File: src/design/a85_pkg.sv
// ----------------------------------------------------------------------------
// a85_pkg: shared types and constants for the Ascii85 decoder
// Item and result layouts, the group job passed from front to back,
// result status codes and the padding scale table.
// ----------------------------------------------------------------------------
package a85_pkg;

	// Character codes
	localparam logic [7:0] CH_FIRST   = 8'd33;  // '!'
	localparam logic [7:0] CH_LAST    = 8'd117; // 'u'
	localparam logic [7:0] CH_ZERO    = 8'd122; // 'z'
	localparam logic [7:0] CH_TAB     = 8'd9;
	localparam logic [7:0] CH_CR      = 8'd13;
	localparam logic [7:0] CH_SPACE   = 8'd32;
	localparam logic [31:0] DIGIT_BASE = 32'd33;
	localparam logic [19:0] RADIX      = 20'd85;

	// Characters in a complete group, minus one
	localparam logic [2:0] GROUP_LAST = 3'd4;

	// Default depth of the job queue between front and back
	localparam int JOB_DEPTH = 4;

	// Result status codes
	typedef enum logic [1:0] {
		ST_OK         = 2'd0,
		ST_BAD_CHAR   = 2'd1,
		ST_Z_IN_GROUP = 2'd2,
		ST_LONE       = 2'd3
	} status_t;

	// One input request
	typedef struct packed {
		logic [7:0] symbol;
		logic       end_of_stream;
	} in_item_t;

	// One result
	typedef struct packed {
		logic [7:0] data_byte;
		logic [1:0] status;
		logic       last;
	} out_item_t;

	// One decoded group: up to four bytes, or a single error result
	typedef struct packed {
		logic [31:0] value;     // zero for error jobs
		logic [1:0]  nbytes_m1; // results minus one
		status_t     status;
	} job_t;

	// Padding a group of cnt digits with 'u' up to five digits is
	// v*85^k + (85^k - 1), k = 5 - cnt. Returns 85^k.
	function automatic logic [19:0] pad_scale(input logic [2:0] cnt);
		logic [19:0] s;
		begin
			case (cnt)
				3'd2: s = 20'd614125;
				3'd3: s = 20'd7225;
				3'd4: s = 20'd85;
				default: s = 20'd1;
			endcase
			return s;
		end
	endfunction

endpackage

File: src/design/a85_front.sv
// ----------------------------------------------------------------------------
// a85_front: character classification and group accumulation
// Takes one request a cycle unless full, folds digits into the base-85 group
// and hands completed groups and error results to the job queue.
// ----------------------------------------------------------------------------
module a85_front (
	input  logic               clk,
	input  logic               arst_n,
	input  logic               push,
	output logic               full,
	input  a85_pkg::in_item_t  item,
	output logic               job_push,
	output a85_pkg::job_t      job,
	input  logic               job_full
);

	logic [31:0] group_q;
	logic [2:0]  count_q;
	logic        bad_q;

	logic        accept;
	logic        is_space;
	logic        out_of_range;
	logic [19:0] mul_b;
	logic [31:0] addend;
	logic [31:0] product;
	logic [31:0] mac;

	logic        clear;
	logic        store;
	logic [31:0] group_d;
	logic        bad_d;

	assign full   = job_full;
	assign accept = push && !job_full;

	// Character classes
	always_comb begin
		is_space     = item.symbol inside {[a85_pkg::CH_TAB:a85_pkg::CH_CR], a85_pkg::CH_SPACE};
		out_of_range = !(item.symbol inside {[a85_pkg::CH_FIRST:a85_pkg::CH_LAST]});
	end

	// Shared multiply-add: digit fold, or padding of a partial group
	always_comb begin
		if (item.end_of_stream) begin
			mul_b  = a85_pkg::pad_scale(count_q);
			addend = {12'd0, mul_b} - 32'd1;
		end else begin
			mul_b  = a85_pkg::RADIX;
			addend = {24'd0, item.symbol} - a85_pkg::DIGIT_BASE;
		end
		product = group_q * {12'd0, mul_b};
		mac     = product + addend;
	end

	// Decision per request
	always_comb begin
		job_push      = 1'b0;
		job.value     = 32'd0;
		job.nbytes_m1 = 2'd0;
		job.status    = a85_pkg::ST_OK;
		clear         = 1'b0;
		store         = 1'b0;
		bad_d         = bad_q | out_of_range;
		group_d       = mac;
		if (accept) begin
			if (item.end_of_stream) begin
				if (count_q == 3'd1) begin
					job_push   = 1'b1;
					job.status = a85_pkg::ST_LONE;
					clear      = 1'b1;
				end else if (count_q != 3'd0) begin
					job_push = 1'b1;
					clear    = 1'b1;
					if (bad_q) begin
						job.status = a85_pkg::ST_BAD_CHAR;
					end else begin
						job.value     = mac;
						job.nbytes_m1 = 2'(count_q - 3'd2);
					end
				end
			end else if (is_space) begin
				// skipped
			end else if (item.symbol == a85_pkg::CH_ZERO) begin
				job_push = 1'b1;
				clear    = 1'b1;
				if (count_q != 3'd0) begin
					job.status = a85_pkg::ST_Z_IN_GROUP;
				end else begin
					job.nbytes_m1 = 2'd3;
				end
			end else if (count_q == a85_pkg::GROUP_LAST) begin
				// fifth digit completes the group
				job_push = 1'b1;
				clear    = 1'b1;
				if (bad_d) begin
					job.status = a85_pkg::ST_BAD_CHAR;
				end else begin
					job.value     = mac;
					job.nbytes_m1 = 2'd3;
				end
			end else begin
				store = 1'b1;
			end
		end
	end

	// Group state
	always_ff @(posedge clk or negedge arst_n) begin
		if (!arst_n) begin
			group_q <= 32'd0;
			count_q <= 3'd0;
			bad_q   <= 1'b0;
		end else if (clear) begin
			group_q <= 32'd0;
			count_q <= 3'd0;
			bad_q   <= 1'b0;
		end else if (store) begin
			group_q <= group_d;
			count_q <= count_q + 3'd1;
			bad_q   <= bad_d;
		end
	end

endmodule

File: src/design/a85_jobq.sv
// ----------------------------------------------------------------------------
// a85_jobq: job queue between front and back
// Small circular buffer of decoded group jobs.
// ----------------------------------------------------------------------------
module a85_jobq #(
	parameter int DEPTH = a85_pkg::JOB_DEPTH
) (
	input  logic          clk,
	input  logic          arst_n,
	input  logic          wr_en,
	input  a85_pkg::job_t wr_job,
	output logic          full,
	input  logic          rd_en,
	output a85_pkg::job_t rd_job,
	output logic          empty
);

	localparam int PW = (DEPTH > 1) ? $clog2(DEPTH) : 1;
	localparam int CW = $clog2(DEPTH + 1);
	localparam logic [PW-1:0] PTR_LAST = PW'(DEPTH - 1);
	localparam logic [CW-1:0] CNT_FULL = CW'(DEPTH);

	a85_pkg::job_t mem_q [DEPTH];
	logic [PW-1:0] wr_ptr_q;
	logic [PW-1:0] rd_ptr_q;
	logic [CW-1:0] count_q;
	logic          do_wr;
	logic          do_rd;

	assign full   = (count_q == CNT_FULL);
	assign empty  = (count_q == '0);
	assign do_wr  = wr_en && !full;
	assign do_rd  = rd_en && !empty;
	assign rd_job = mem_q[rd_ptr_q];

	// Storage
	always_ff @(posedge clk) begin
		if (do_wr) begin
			mem_q[wr_ptr_q] <= wr_job;
		end
	end

	// Pointers and fill level
	always_ff @(posedge clk or negedge arst_n) begin
		if (!arst_n) begin
			wr_ptr_q <= '0;
			rd_ptr_q <= '0;
			count_q  <= '0;
		end else begin
			if (do_wr) begin
				wr_ptr_q <= (wr_ptr_q == PTR_LAST) ? '0 : wr_ptr_q + PW'(1);
			end
			if (do_rd) begin
				rd_ptr_q <= (rd_ptr_q == PTR_LAST) ? '0 : rd_ptr_q + PW'(1);
			end
			if (do_wr && !do_rd) begin
				count_q <= count_q + CW'(1);
			end else if (do_rd && !do_wr) begin
				count_q <= count_q - CW'(1);
			end
		end
	end

endmodule

File: src/design/a85_back.sv
// ----------------------------------------------------------------------------
// a85_back: result serializer
// Holds the current job and hands out its bytes, most significant first,
// one result per pop.
// ----------------------------------------------------------------------------
module a85_back (
	input  logic               clk,
	input  logic               arst_n,
	input  a85_pkg::job_t      head,
	input  logic               head_empty,
	output logic               head_pop,
	output logic               empty,
	input  logic               pop,
	output a85_pkg::out_item_t result
);

	a85_pkg::job_t job_q;
	logic [1:0]    idx_q;
	logic          busy_q;
	logic          is_last;
	logic          take;

	assign is_last  = (idx_q == job_q.nbytes_m1);
	assign empty    = !busy_q;
	assign take     = !busy_q || (pop && is_last);
	assign head_pop = take && !head_empty;

	// Result fields from the held job
	always_comb begin
		case (idx_q)
			2'd0:    result.data_byte = job_q.value[31:24];
			2'd1:    result.data_byte = job_q.value[23:16];
			2'd2:    result.data_byte = job_q.value[15:8];
			default: result.data_byte = job_q.value[7:0];
		endcase
		result.status = job_q.status;
		result.last   = is_last;
	end

	// Job payload
	always_ff @(posedge clk) begin
		if (head_pop) begin
			job_q <= head;
		end
	end

	// Byte index and occupancy
	always_ff @(posedge clk or negedge arst_n) begin
		if (!arst_n) begin
			busy_q <= 1'b0;
			idx_q  <= 2'd0;
		end else if (take) begin
			busy_q <= !head_empty;
			idx_q  <= 2'd0;
		end else if (pop) begin
			idx_q <= idx_q + 2'd1;
		end
	end

endmodule

File: src/design/ascii85_decoder.sv
// ----------------------------------------------------------------------------
// ascii85_decoder: streaming Ascii85 decoder
// Decodes one text character per request into bytes or error results.
// ----------------------------------------------------------------------------
// The decoder takes one character (or an end-of-stream mark) per clock while
// full is low; full rises only when the job queue of JOB_DEPTH decoded groups
// is taken up. Each completed group, 'z', flush or error becomes one job that
// gives one to four results, one per clock on pop, so a stream of groups runs
// at up to four results per five characters and the pop side sets the
// sustained rate. A result reaches the ports through the job queue, which
// takes the job from the group multiply-add, and then the output register
// of the back end, which loads it once the previous job is done.
// Whitespace and pending digits give no result.
module ascii85_decoder #(
	parameter int JOB_DEPTH = a85_pkg::JOB_DEPTH
) (
	input  logic               clk,
	input  logic               arst_n,
	input  logic               push,
	output logic               full,
	input  a85_pkg::in_item_t  item,
	output logic               empty,
	input  logic               pop,
	output a85_pkg::out_item_t result
);

	logic          job_push;
	a85_pkg::job_t job;
	logic          job_full;
	a85_pkg::job_t head;
	logic          head_empty;
	logic          head_pop;

	// Front: classify and accumulate
	a85_front u_front (
		.clk      (clk),
		.arst_n   (arst_n),
		.push     (push),
		.full     (full),
		.item     (item),
		.job_push (job_push),
		.job      (job),
		.job_full (job_full)
	);

	// Queue of decoded groups
	a85_jobq #(
		.DEPTH (JOB_DEPTH)
	) u_jobq (
		.clk    (clk),
		.arst_n (arst_n),
		.wr_en  (job_push),
		.wr_job (job),
		.full   (job_full),
		.rd_en  (head_pop),
		.rd_job (head),
		.empty  (head_empty)
	);

	// Back: serialize results
	a85_back u_back (
		.clk        (clk),
		.arst_n     (arst_n),
		.head       (head),
		.head_empty (head_empty),
		.head_pop   (head_pop),
		.empty      (empty),
		.pop        (pop),
		.result     (result)
	);

endmodule

File: config.mk
export PLATFORM = sky130hd
export DESIGN_NAME = ascii85_decoder
export DESIGN_NICKNAME = d
export VERILOG_FILES = /design/src/design/a85_pkg.sv /design/src/design/a85_front.sv /design/src/design/a85_jobq.sv /design/src/design/a85_back.sv /design/src/design/ascii85_decoder.sv
export SDC_FILE = /design/constraint.sdc
export NUM_CORES = 1
export LEC_CHECK = 0
export BUFFER_PORTS_ARGS = -buffer_cell sky130_fd_sc_hd__buf_4
export CORE_ASPECT_RATIO = 2
export CORE_MARGIN = 2
export CORE_UTILIZATION = 30
export CTS_CLUSTER_DIAMETER = 80
export DETAILED_ROUTE_END_ITERATION = 6
export SKIP_CTS_REPAIR_TIMING = 1
export SLEW_MARGIN = 20
export SYNTH_ARGS = -nofsm -noshare
export SYNTH_HDL_FRONTEND = slang
export SYNTH_SLANG_ARGS = --single-unit
File: constraint.sdc
create_clock -name clk -period 8.1 [get_ports clk]
set_clock_uncertainty 0.05 [all_clocks]
set_input_delay 0.81 -clock clk [delete_from_list [all_inputs] [get_ports clk]]
set_output_delay 0.81 -clock clk [all_outputs]
set_load 0.01 [all_outputs]
==> metrics.md <==
| Metric | Value |
|---|---|
| Worst slew pin tran | `974.8 ps` |
| Nets | `2,418` |
| # DRC | `0` |
| Max-Cap Viols | `0` |
| Global-route wire length before repair | `between 80 and 90 mm` |
| Mapped Nets | `~2,300` |
| Reg2reg path depth | `28` |
| PortBufs | `25` |
| Clk root buf | `clkbuf_16` |
| Crit end category | `register` |
| Critical Path Source Type | `register` |
| Post-synth EDFFs | `180` |
| HPWL Detailed | `approximately 48 mm` |
| Ys Warns | `0` |
| P&R area growth vs syn | `11.31%` |
| Max Root-Sink Buffers | `3` |
| Initial antenna violation count | `1` |
| Worst setup path class | `reg -> reg` |
| Row count | `136` |
| Largest net degree at the start of global routing | `60` |
| Vias post-DR | `13,177` |
| # IOs | `26` |
| Commonest non-fill, non-tap cell in the layout | `inv_1` |
| Reg2reg end | `u_jobq.mem_q[2][26]` |
| Total track usage | `0.1630` |
| Starting Density | `0.3024` |
| Routed length per placed instance | `approximately 20 microns` |
| Post-synthesis register bit count | `around 230` |
| F_max | `roughly 130 MHz` |
| CORE AREA | `~69,000 sq um` |
| Clk slew on worst S/H paths | `around 90 ps` |
| First drt pass iteration count | `4` |
| Post-synth top area cell | `fa_1` |
| Worst r2r src | `u_front.count_q[1]` |
| CTS Buf Count | `19` |
| Post-synth top area share | `0.2616` |
| CP Max Fanout | `8` |
| Setup crit start | `u_front.count_q[1]` |
| Synth top area cells | `fa_1 26%, edfxtp_1 26%, ha_1 12%, inv_1 9.8%, dfrtp_1 5.6%` |
| GRT overflow | `0` |
| Crit-path leading delay family | `adder cells` |
| Vias in the first global route | `between 15,000 and 20,000` |
| Total clock sinks | `approximately 230` |
| Critical Path RT | `8240 ps` |
| Prevailing post-synth register cell | `edfxtp_1` |
| Distinct cell type count after synthesis | `60` |
| Synth Instances | `between 1,500 and 2,000` |
| Worst R2R Setup Slack | `roughly 260 ps` |
| Final wirelength | `56.01 mm` |
| Worst EP arrival | `roughly 8000 ps` |
| Min-Delay Path Class | `in -> async` |
| Max_slew headroom | `0.3432` |
| 1st-iter DRT viols | `roughly 650` |
| H-tree depth | `1` |
| Antenna-violating nets left | `0` |
| Slew Limit Fails | `0` |
| Placed Area | `approximately 22,000 sq um` |
| Die span in x | `around 190 microns` |
| Vias per cell | `around 4.6` |
| Post-synthesis sequential area ratio | `0.3162` |
| Final Util | `0.3366` |
| Syn avg cell area | `between 10 and 15 sq um` |
| TritonCTS clock tree | `built` |
| Final setup fails | `0` |
| Crit path capture | `u_jobq.mem_q[2][26]` |
| Clk_lat worst skew | `between 500 and 600 ps` |
| Placer Congestion | `0.9771` |
| Worst path slowest cell | `fa_1` |
| CP peak stage delay | `~620 ps` |
| Most frequent cells in the layout | `542 x inv_1, 271 x fa_1, 194 x ha_1` |
| Setup WS post-layout | `approximately 260 ps` |
| Design Area, Final | `23,080 sq um` |
| Status | `finished, final reports clean` |
| Share of layout cells above drive strength 1 | `0.1035` |
| Die Ht | `approximately 380 microns` |
| Cell area after synthesis | `around 21,000 sq um` |
| WP depth | `28` |
| Die area | `about 71,000 sq um` |
| Final period demand of the worst path | `approximately 8000 ps` |
| Worst slack at placement | `roughly 0.73 ps` |
| Final critical-path share of the clock period | `0.9683` |
| Final hold violation count | `0` |
| Fraction of registers with async set/reset | `0.2035` |
| Buf/Inv on CP | `10` |
## Yosys cell counts, types with 24 or more instances
cell type / number
nand2_1: 111
edfxtp_1: 180
o22ai_1: 24
and2_1: 57
fa_1: 271
nor2_1: 61
mux4_2: 36
a21oi_1: 28
o21ai_0: 32
ha_1: 195
inv_1: 542
xnor2_1: 43
dfrtp_1: 46
## final cells by class
| cell class | count | area (sq um) |
|---|---|---|
| sequential | 226 | 6560 |
| antenna | 1 | 2.502 |
| tap | 897 | 1122 |
| fill | 6772 | 45490 |
| timing repair buffer | 110 | 838.3 |
| clock inverter | 5 | 37.54 |
| inverter | 542 | 2034 |
| multi-input combinational | 1040 | 11960 |
| clock buffer | 29 | 523.0 |
## sequential cells by signal, summed over array words and instances, names as in the netlist
signal           flops
u_back.job_q        34
u_jobq.mem_q       144
u_back.idx_q         2
u_jobq.wr_ptr_q      2
u_back.result        2
u_front.group_q     32
u_jobq.count_q       3
u_front.bad_q        1
u_back.busy_q        1
u_jobq.rd_ptr_q      2
u_front.count_q      3
## kinds of logic (layout without fill, tap and decap cells)
group / after synthesis / after routing / synth area share
and+or+nand+nor: 306 / 306 / 0.07120
xor gates and xnor gates: 64 / 64 / 0.02770
other: 0 / 1 / 0
buffers and inverters: 589 / 686 / 0.1090
AOI/OAI and AO/OA: 157 / 157 / 0.05207
adders and majority gates: 466 / 466 / 0.3793
DFF: 226 / 226 / 0.3162
muxes: 47 / 47 / 0.04459
## worst min path at each step
stage	from	end	cells after the start
floorplan	u_front.group_q[30]	u_front.group_q[30]	2
global placement	u_jobq.count_q[2]	u_jobq.count_q[2]	1
detailed placement	u_front.group_q[31]	u_front.group_q[31]	2
CTS	arst_n	u_front.group_q[8]	1
global route	arst_n	u_front.group_q[2]	1
finish	arst_n	u_front.group_q[2]	1
## layer usage
layer	routed length, microns	vias up	global-route usage	share of wire
met4	5938	0	0.1426	0.11
met3	1275	189	0.01055	0.023
met1	17290	6690	0.1429	0.31
met2	31510	303	0.3240	0.56
li1	-	5995	-	-
met5	0	-	0	0
## metrics by stage
step,hold WS [ps],std cells,setup TNS (ps)
2_1_floorplan,406.3,1855,0
3_3_place_gp,446.3,2815,0
3_5_place_dp,464.0,2815,0
4_1_cts,315.5,2849,0
5_1_grt,360.1,2849,-13.22
6_report,315.5,2850,0
Power is left out: the tool's default activity adds up to more than one toggle a clock period on the data nets, which glitch-free logic cannot reach.
